## src/rtl/ecr_queue.sv

```systemverilog
module ecr_queue #(
   parameter int WIDTH = 8,
   parameter int DEPTH = 2
) (
   input  logic             clock,
   input  logic             reset,
   input  logic             push,
   input  logic [WIDTH-1:0] wr_data,
   input  logic             pop,
   output logic             full,
   output logic             not_empty,
   output logic [WIDTH-1:0] rd_data
);
   localparam int PTRW = (DEPTH > 1) ? $clog2(DEPTH) : 1;
   localparam int CNTW = $clog2(DEPTH + 1);

   logic [WIDTH-1:0] mem_ff [DEPTH];
   logic [PTRW-1:0]  wr_ptr_ff, wr_ptr_in, rd_ptr_ff, rd_ptr_in;
   logic [CNTW-1:0]  count_ff, count_in;

   assign full      = (count_ff == CNTW'(DEPTH));
   assign not_empty = (count_ff != '0);
   assign rd_data   = mem_ff[rd_ptr_ff];

   // advance pointers with wrap
   always_comb begin
      wr_ptr_in = wr_ptr_ff;
      rd_ptr_in = rd_ptr_ff;
      count_in  = count_ff;
      if (push) begin
         wr_ptr_in = (wr_ptr_ff == PTRW'(DEPTH - 1)) ? '0 : wr_ptr_ff + 1'b1;
      end
      if (pop) begin
         rd_ptr_in = (rd_ptr_ff == PTRW'(DEPTH - 1)) ? '0 : rd_ptr_ff + 1'b1;
      end
      if (push && !pop) begin
         count_in = count_ff + 1'b1;
      end else if (pop && !push) begin
         count_in = count_ff - 1'b1;
      end
   end

   always_ff @(posedge clock) begin
      if (reset) begin
         wr_ptr_ff <= '0;
         rd_ptr_ff <= '0;
         count_ff  <= '0;
      end else begin
         wr_ptr_ff <= wr_ptr_in;
         rd_ptr_ff <= rd_ptr_in;
         count_ff  <= count_in;
      end
   end

   // store the item
   always_ff @(posedge clock) begin
      if (push) begin
         mem_ff[wr_ptr_ff] <= wr_data;
      end
   end

   a_count_bound: assert property (@(posedge clock) disable iff (reset)
      count_ff <= CNTW'(DEPTH))
      else $error("queue count beyond depth");
   a_no_pop_empty: assert property (@(posedge clock) disable iff (reset)
      pop |-> (count_ff != '0))
      else $error("pop from empty queue");
   a_no_push_full: assert property (@(posedge clock) disable iff (reset)
      push |-> !full)
      else $error("push into full queue");
endmodule

```

## config.mk

```make
export PLATFORM = sky130hd
export DESIGN_NAME = ecr_queue
export DESIGN_NICKNAME = d
export VERILOG_FILES = /design/src/rtl/ecr_queue.sv
export SDC_FILE = /design/constraint.sdc
export NUM_CORES = 1
export LEC_CHECK = 0
export ABC_AREA = 1
export BUFFER_PORTS_ARGS = -buffer_cell sky130_fd_sc_hd__buf_4
export CAP_MARGIN = 20
export CORE_UTILIZATION = 44
export CTS_BUF_LIST = sky130_fd_sc_hd__clkbuf_16
export DETAILED_ROUTE_END_ITERATION = 16
export PLACE_DENSITY = 0.75
export SETUP_SLACK_MARGIN = 0.1
export SLEW_MARGIN = 20
export SYNTH_ARGS = -nofsm -noshare
export SYNTH_HDL_FRONTEND = slang
export SYNTH_SLANG_ARGS = --single-unit
export TNS_END_PERCENT = 20
```

## constraint.sdc

```tcl
create_clock -name clock -period 1.1 [get_ports clock]
set_clock_uncertainty 0.15 [all_clocks]
set_input_delay 0.22 -clock clock [delete_from_list [all_inputs] [get_ports clock]]
set_output_delay 0.22 -clock clock [all_outputs]
set_load 0.1 [all_outputs]
```

==> impl_metrics.tcl <==
set metrics [dict create \
    dieArea_sq_mm 0.00209 \
    port_buffers 21 \
    h-tree-depth 1 \
    power.share.clock_pct 30.1 \
    path_depth 2 \
    grt_remaining_overflow 0 \
    routabilityCongestion 0.636 \
    wl_per_cell_microns 12.4 \
    synth_cell_types 16 \
    avgSynthCellArea_sq_um 14.5 \
    p_sw_share_pct 30.0 \
    status "finished with violations" \
    p_leak_nw 0.568 \
    max-slew-margin-rel_pct 87.8 \
    synth_seq_cells 21 \
    io_pins 22 \
    path_delay_family "flip-flops" \
    root_buffer "clkbuf_16" \
    antennaDiodeCount 0 \
    area_delta_synth_final_pct 58.5 \
    fin_nets 100 \
    hpwlAfterDp_microns 918 \
    die-height_microns 45.7 \
    layout-drive-gt1-share_pct 58.1 \
    yosys.area.top_type "edfxtp_1" \
    vias_per_cell 4.72 \
    drtIter0Drc 5 \
    arrival_ps 1190 \
    p_int_w 0.00169 \
    period_needed_ps 1560 \
    critical_path_required_ps 730 \
    core_sq_mm 0.00176 \
    initial_core_util_pct 47.7 \
    yosys_warnings 0 \
    worstMarginPinSlew_ps 182 \
    fillers 128 \
    peakVddDrop_mv 1.01 \
    clk_latency_ps 250 \
    worstPathCellList "mux2_4 > buf_12" \
    path_max_fanout 8 \
    antenna_found_initial 0 \
    p_switching_w 0.000723 \
    yosysSeqAreaShare_pct 69.0 \
    min_path_type "input pin to flop" \
    cts_made_buffers 3 \
    cellPowerDensity_mw_per_mm2 1810 \
    finalHoldViolCount 0 \
    violations "setup timing" \
    clockBufferDepth 2 \
    max_freq_mhz 643 \
    synthesis.area_sq_um 841 \
    fin_setup_tns_ps -3950 \
    worst_slack_ps -456 \
    syn_nets 71 \
    grt.total_usage_pct 15.9 \
    slew_violations 0 \
    holdPathStages 2 \
    critPathSlowestCell "dfxtp_4" \
    path_buf_inv 1 \
    clk_pin_slew_ps 50 \
    die_w_microns 45.7 \
    cts_sinks 21 \
    dr.pass1.iters 2 \
    grt_max_degree 12 \
    remaining_drc_errors 0 \
    synth_top_area_share_pct 57.1 \
    slowest_delay_ps 430 \
    crit_type "flop to primary output" \
    fp-row-count 15 \
    finalCritPeriodShare_pct 141 \
    grt_setup_unrepaired "yes" \
    final_common_cell "edfxtp_1" \
    pwr-share-comb_pct 30.3 \
    grt_first_pass_wirelength_microns 2100 \
    seq_power_share_pct 39.6 \
    grt_pass1_vias 489 \
    postRouteAntennaNets 0 \
    mostFrequentLayoutCells "edfxtp_1, buf_4, buf_12, mux2_4, inv_1" \
    setup_viol_count_final 10 \
    reg2reg_depth 7 \
    endpoint_kind "primary output" \
    drt-total-wl_microns 1380 \
    multi_input_area_sq_um 258 \
    syn_inst 58 \
    num_vias 524 \
    ys_top_cells_by_area "edfxtp_1, mux2_4, dfxtp_1, inv_1, nor2_1" \
    maxCapViolations 0 \
    cp-start-kind "flop" \
    cts_tree "done" \
    whs_ps 5.25 \
    seq_area_sq_um 591 \
]
[power groups by stage]
stage / logic [W] / clock network [W] / registers [W]
final: 0.000732 / 0.000726 / 0.000955
after global routing: 0.000758 / 0.000774 / 0.000960
after CTS: 0.000724 / 0.000741 / 0.000952
after detailed placement: 0.000583 / 0 / 0.000963
after global placement: 0.000574 / 0 / 0.000960
after floorplan: 0.000474 / 0 / 0.000944
[worst register-to-register path, cell delays in order (launching register included)]
cell     delay (ps)
dfxtp_4         380
inv_6            50
buf_6           120
nand2_4          50
nand3_2          60
nand2_1          60
inv_1            40
nor2_1           80
[layout make-up]
class / instances / share of cell area, %
flip-flops and latches: 21 / 44.3
repair buffers: 25 / 25.0
multi-input cells: 27 / 19.3
clock buffers: 3 / 5.63
inverters: 9 / 3.10
well taps: 25 / 2.35
clock inverters: 1 / 0.282
[flip-flops by register name, indices dropped and copies added (netlist names), named ones only]
register and flops:
count_ff 2, mem_ff 16, wr_ptr_ff 1, rd_ptr_ff 1
[Yosys cell counts]
| cell | count |
|---|---|
| ha_1 | 1 |
| edfxtp_1 | 16 |
| a21oi_1 | 1 |
| dfxtp_1 | 5 |
| nand2_2 | 1 |
| nand3_1 | 1 |
| nor2_1 | 6 |
| buf_6 | 1 |
| nand4_1 | 1 |
| mux2_4 | 8 |
| xnor2_1 | 1 |
| nand2_1 | 5 |
| inv_1 | 8 |
| nor3_1 | 1 |
| o21ai_0 | 1 |
| inv_2 | 1 |
[logic make-up after synthesis]
logic type / synth area share, %
simple gates: 7.59
xor+xnor: 1.04
compound gates: 1.19
flops: 69.0
buf+inv: 5.36
mux: 14.3
fa+ha+maj: 1.49
[layer usage]
metal | global-route usage (%) | wire (microns) | vias up | part of all wire (%)
met1 | 17.7 | 569 | 241 | 41
met2 | 23.4 | 640 | 22 | 46
met4 | 14.1 | 61 | 0 | 4.4
met3 | 5.95 | 108 | 7 | 7.8
li1 | - | - | 254 | -
met5 | 0 | 0 | - | 0
[worst paths after layout]
path	from	slack (ps)	end
worst max-delay path	flop	-460	rd_data[2]
worst min-delay path	reset	5	wr_ptr_ff
worst max register to register	count_ff[0]	40	count_ff[1]
worst min register to register	wr_ptr_ff	360	wr_ptr_ff
[repair_timing]
action                     in CTS  in global routing
buffers inserted                0                  0
hold endpoints to repair        1                  4
pin swaps                       3                  2
setup endpoints to repair      28                 28
gates resized for setup        42                  4
[per-stage QoR]
stage | cell area (sq um) | setup WS [ps] | cells | utilization [%] | total power (W)
2_1_floorplan | 867 | -146 | 58 | - | 0.00142
3_3_place_gp | 1090 | -299 | 107 | 61.6 | 0.00153
3_5_place_dp | 1090 | -302 | 107 | 61.6 | 0.00155
4_1_cts | 1320 | -454 | 111 | 74.8 | 0.00242
5_1_grt | 1330 | -483 | 111 | 75.5 | 0.00249
6_report | 1330 | -456 | 111 | 75.5 | 0.00241
(Power assumes the default switching activity.)
