**src/rtl/ecr_pkg.sv**
```systemverilog
package ecr_pkg;

   // width of one partial-product slice in the wide multipliers
   localparam int CHUNK_BITS = 32;

   // item classification made at the front
   typedef struct packed {
      logic degen;       // positions coincide or mass sum is zero
      logic mass_zero;   // mass sum is zero
   } flag_type;

endpackage

```
**src/rtl/ecr_ifs.sv**
```systemverilog
// Request channel: two discs, positions, velocities and masses
interface ecr_req_if #(
   parameter int WORD_BITS = 24,
   parameter int MASS_BITS = 16
);
   logic                        valid;
   logic                        ready;
   logic signed [WORD_BITS-1:0] first_pos_x;
   logic signed [WORD_BITS-1:0] first_pos_y;
   logic signed [WORD_BITS-1:0] second_pos_x;
   logic signed [WORD_BITS-1:0] second_pos_y;
   logic signed [WORD_BITS-1:0] first_vel_x;
   logic signed [WORD_BITS-1:0] first_vel_y;
   logic signed [WORD_BITS-1:0] second_vel_x;
   logic signed [WORD_BITS-1:0] second_vel_y;
   logic [MASS_BITS-1:0]        first_mass;
   logic [MASS_BITS-1:0]        second_mass;

   modport source (
      output valid, first_pos_x, first_pos_y, second_pos_x, second_pos_y,
             first_vel_x, first_vel_y, second_vel_x, second_vel_y,
             first_mass, second_mass,
      input  ready
   );
   modport sink (
      input  valid, first_pos_x, first_pos_y, second_pos_x, second_pos_y,
             first_vel_x, first_vel_y, second_vel_x, second_vel_y,
             first_mass, second_mass,
      output ready
   );
endinterface


```
**src/rtl/ecr_front.sv**
```systemverilog
module ecr_front #(
   parameter int WORD_BITS = 24,
   parameter int MASS_BITS = 16
) (
   ecr_req_if.sink                       req_bus,
   input  logic                          queue_full,
   output logic                          push,
   output logic [12*WORD_BITS+2*MASS_BITS+5:0] entry
);
   localparam int W   = WORD_BITS;
   localparam int DW1 = W + 1;

   logic signed [DW1-1:0] dx, dy, dvx, dvy;
   ecr_pkg::flag_type     flags;

   // take an item whenever the queue has room
   assign req_bus.ready = !queue_full;
   assign push          = req_bus.valid && !queue_full;

   // separation and relative velocity
   assign dx  = DW1'(req_bus.first_pos_x) - DW1'(req_bus.second_pos_x);
   assign dy  = DW1'(req_bus.first_pos_y) - DW1'(req_bus.second_pos_y);
   assign dvx = DW1'(req_bus.first_vel_x) - DW1'(req_bus.second_vel_x);
   assign dvy = DW1'(req_bus.first_vel_y) - DW1'(req_bus.second_vel_y);

   // classify: no mass, or discs on top of each other
   always_comb begin
      flags.mass_zero = (req_bus.first_mass == '0) && (req_bus.second_mass == '0);
      flags.degen     = flags.mass_zero || ((dx == '0) && (dy == '0));
   end

   assign entry = {req_bus.first_pos_x, req_bus.first_pos_y,
                   req_bus.second_pos_x, req_bus.second_pos_y,
                   req_bus.first_vel_x, req_bus.first_vel_y,
                   req_bus.second_vel_x, req_bus.second_vel_y,
                   req_bus.first_mass, req_bus.second_mass,
                   dx, dy, dvx, dvy, flags};
endmodule

```
**src/flat_wrapper.sv**
```systemverilog
// flat-port wrapper written by rule: the top's interface ports become plain ports
module ecr_front_flat 
#(
   parameter int WORD_BITS = 24,
   parameter int MASS_BITS = 16
)
  (queue_full, push, entry, req_bus_valid, req_bus_first_pos_x, req_bus_first_pos_y, req_bus_second_pos_x, req_bus_second_pos_y, req_bus_first_vel_x, req_bus_first_vel_y, req_bus_second_vel_x, req_bus_second_vel_y, req_bus_first_mass, req_bus_second_mass, req_bus_ready);
  ecr_req_if #(.WORD_BITS(WORD_BITS), .MASS_BITS(MASS_BITS)) req_bus_i ();
  input  logic queue_full;
  output logic push;
  output logic [12*WORD_BITS+2*MASS_BITS+5:0] entry;
  input wire logic [$bits(req_bus_i.valid)-1:0] req_bus_valid;
  input wire logic [$bits(req_bus_i.first_pos_x)-1:0] req_bus_first_pos_x;
  input wire logic [$bits(req_bus_i.first_pos_y)-1:0] req_bus_first_pos_y;
  input wire logic [$bits(req_bus_i.second_pos_x)-1:0] req_bus_second_pos_x;
  input wire logic [$bits(req_bus_i.second_pos_y)-1:0] req_bus_second_pos_y;
  input wire logic [$bits(req_bus_i.first_vel_x)-1:0] req_bus_first_vel_x;
  input wire logic [$bits(req_bus_i.first_vel_y)-1:0] req_bus_first_vel_y;
  input wire logic [$bits(req_bus_i.second_vel_x)-1:0] req_bus_second_vel_x;
  input wire logic [$bits(req_bus_i.second_vel_y)-1:0] req_bus_second_vel_y;
  input wire logic [$bits(req_bus_i.first_mass)-1:0] req_bus_first_mass;
  input wire logic [$bits(req_bus_i.second_mass)-1:0] req_bus_second_mass;
  output wire logic [$bits(req_bus_i.ready)-1:0] req_bus_ready;
  assign req_bus_i.valid = req_bus_valid;
  assign req_bus_i.first_pos_x = req_bus_first_pos_x;
  assign req_bus_i.first_pos_y = req_bus_first_pos_y;
  assign req_bus_i.second_pos_x = req_bus_second_pos_x;
  assign req_bus_i.second_pos_y = req_bus_second_pos_y;
  assign req_bus_i.first_vel_x = req_bus_first_vel_x;
  assign req_bus_i.first_vel_y = req_bus_first_vel_y;
  assign req_bus_i.second_vel_x = req_bus_second_vel_x;
  assign req_bus_i.second_vel_y = req_bus_second_vel_y;
  assign req_bus_i.first_mass = req_bus_first_mass;
  assign req_bus_i.second_mass = req_bus_second_mass;
  assign req_bus_ready = req_bus_i.ready;
  ecr_front #(.WORD_BITS(WORD_BITS), .MASS_BITS(MASS_BITS)) u_core (.req_bus(req_bus_i), .queue_full(queue_full), .push(push), .entry(entry));
endmodule
```
**config.mk**
```make
export PLATFORM = sky130hd
export DESIGN_NAME = ecr_front_flat
export DESIGN_NICKNAME = d
export VERILOG_FILES = /design/src/rtl/ecr_pkg.sv /design/src/rtl/ecr_ifs.sv /design/src/rtl/ecr_front.sv /design/src/flat_wrapper.sv
export SDC_FILE = /design/constraint.sdc
export NUM_CORES = 1
export LEC_CHECK = 0
export BUFFER_PORTS_ARGS = -buffer_cell sky130_fd_sc_hd__buf_2
export CAP_MARGIN = 30
export CORE_AREA = 2 2 216 218
export DETAILED_ROUTE_END_ITERATION = 10
export DIE_AREA = 0 0 218 220
export PLACE_DENSITY_LB_ADDON = 0.12
export SLEW_MARGIN = 20
export SYNTH_ARGS = -nofsm -noshare
export SYNTH_HDL_FRONTEND = slang
export SYNTH_SLANG_ARGS = --single-unit
```
**constraint.sdc**
```tcl
create_clock -name vclk -period 4.89
set_input_delay 0.489 -clock vclk [all_inputs]
set_output_delay 0.489 -clock vclk [all_outputs]
set_load 0.05 [all_outputs]
```
==> results by group <==
Synth
  • Largest area contributor in the netlist: buf_4
  • Mapped Area: 0.00677 mm2
  • Post-Synthesis Cells: 983
  • Ys Warns: 0
  • Sequential-to-total area share from yosys stat: 0%
  • Net Count, Synth: 1309
  • Distinct cells, synth: 66
  • Synth area leaders: buf_4 (25%), ha_1 (18%), inv_1 (7.6%)
  • Syn Area/Cell: 6.89 um2
  • Share of the synthesized area in the top cell type: 24.9%

Run status
  • Status: finished, final reports clean

Global route
  • GRT overflow: 0
  • Largest net degree at the start of global routing: 10
  • First-pass GRT wire length: 42.3 mm
  • Vias in the first global route: 7378
  • Gr usage total: 11.2%
  • Initial antenna violation count: 2

Worst hold path
  • Hold WC Path Type: input pin to output pin
  • Cells on Worst Hold Path: 2

Setup path
  • CP Max Fanout: 4
  • CP required: 4400 ps
  • CP Capture Type: output pin
  • Startpoint types: input pin
  • Crit Path Category: input pin to output pin
  • Critical Path AT: 4350 ps

Floorplanning
  • Die X: 218 um
  • Die H: 220 um
  • Row count: 79
  • Initial Util: 14.8%
  • Die Area: 0.0480 mm2
  • Core Region: 0.0459 mm2
  • Io pins: 554

Detailed routing
  • Initial DRC count: 190
  • DR vias: 7634
  • Routed WL: 29.4 mm
  • DRT antenna net count: 0
  • Vias per cell: 3.93
  • DRC: 0
  • DR WL/cell: 15.1 um
  • Drt first pass iters: 4

Cells and area
  • Filler cells: 5327
  • Nets@finish: 1664
  • Final Non-Filler Cells: 1944
  • CLK BUF: 0
  • Most frequent cells in the layout: buf_2 (552), inv_1 (137), ha_1 (95), a21oi_1 (58), nor2_1 (57)
  • Share of layout cells above drive strength 1: 46.1%
  • Area growth syn-to-layout: 31.9%
  • Most common cell after layout, fill and taps aside: buf_2
  • Sequential Area: 0 um2
  • FFs & Latches: 0

Power
  • Net Sw Frac: 73.8%
  • Comb power frac: 100.0%
  • Internal power: 0.000570 W
  • Power share of the clock group: 0%
  • Reg power frac: 0%
  • Pleak: 4.99 nW
  • VDD IR max: 0.0000876 V
  • Pwr/cell area: 243 mW/mm2
  • Switching power: 0.00160 W

STA
  • Slew of the pin with the lowest slew margin: 751 ps
  • Final period util: 99.0%
  • Final Hold Viols: 0
  • Highest clock rate: 0.207 GHz
  • Tmin final: 4840 ps
  • Max-slew violation count: 0
  • RSZ-0062 raised after global routing: yes
  • Worst slew margin relative to its limit: 49.5%
  • Final setup vio count: 0
  • Hold slack: 1280 ps

Placed design
  • Hpwl dp: 27.6 mm
  • Gp weighted congestion: 0.809
  • PortBufs: 554
  • Placed insts: 1941

Flow run
  • Max-cap violations: 0
## metal layers
layer  global-route usage (%)  wire [um]  vias to the layer above
li1                         -          -                     3876
met1                     13.5      12400                     3443
met2                     22.0      15200                      297
met3                     1.20       1570                       16
met4                    0.680        219                        2
met5                        0         12                        -
## critical path: stages
cell and delay (ps):
buf_8 100, inv_4 40, ha_4 120, fa_2 200, and2b_2 230, o31a_4 300, o22a_1 240, xor2_2 160
or4_4 510, or4_4 510, nor4_4 230, nand4b_1 140, or4_4 540, o41ai_4 350, buf_12 180
## cell type report
class	instances	area, um2	area share (%)
diodes	1	2.50	0.0280
multi-input cells	618	4660	52.2
inverters	138	520	5.82
well taps	607	759	8.50
repair buffers	580	2990	33.5
## power by group through the flow
stage	clock network [W]	logic [W]	registers [W]
global route	0.0000000000274	0.00233	0
finish	0.0000000000274	0.00217	0
floorplan	0	0.00169	0
global placement	0	0.00219	0
CTS	0	0.00220	0
detailed placement	0	0.00218	0
## per-stage QoR
step / TNS (ps) / util [%] / total power [W] / cell area, um2 / setup WS (ps)
after floorplan: 0 / - / 0.00169 / 6800 / 22.8
after global placement: -22.0 / 19.2 / 0.00219 / 8830 / -22.0
after detailed placement: -40.4 / 19.2 / 0.00218 / 8830 / -40.4
after CTS: 0 / 19.3 / 0.00220 / 8850 / 48.0
after global routing: -81.4 / 19.5 / 0.00233 / 8940 / -81.4
final: 0 / 19.5 / 0.00217 / 8940 / 50.8
## what timing repair did
action,4_1_cts,5_1_grt
setup endpoints to repair,1,1
pin swaps,0,8
hold buffers,0,0
setup buffers,0,2
hold endpoints to repair,0,0
gates resized for setup,5,16
## kinds of logic after synthesis
logic type / count (synthesis) / share of synthesized area (%)
AOI/OAI and AO/OA: 220 / 22.0
adders and majority gates: 100 / 18.9
muxes: 2 / 0.296
buffers and inverters: 365 / 32.7
xor gates and xnor gates: 67 / 8.66
and+or+nand+nor: 229 / 17.4
## worst paths after layout
check | start | to | slack [ps]
min | req_bus_first_pos_x[0] | entry[302] | 1280
max | req_bus_first_pos_x[0] | entry[1] | 50
## cell usage after synthesis, drive strengths merged (5+ instances only)
library cell  number
o211ai             9
ha                96
nand2b             8
o21ai             33
a211oi             7
a31oi             10
and3              11
xnor2             47
inv              138
o31ai              9
nor3              23
a21oi             58
o21a              20
o31a               5
buf              225
or4                7
nor2b             17
a21boi             6
nor2              57
xor2              20
o21bai             9
a21o              21
nand2             39
nand3             21
nand4              9
nor4              14
Power figures use the tool's default switching activity.
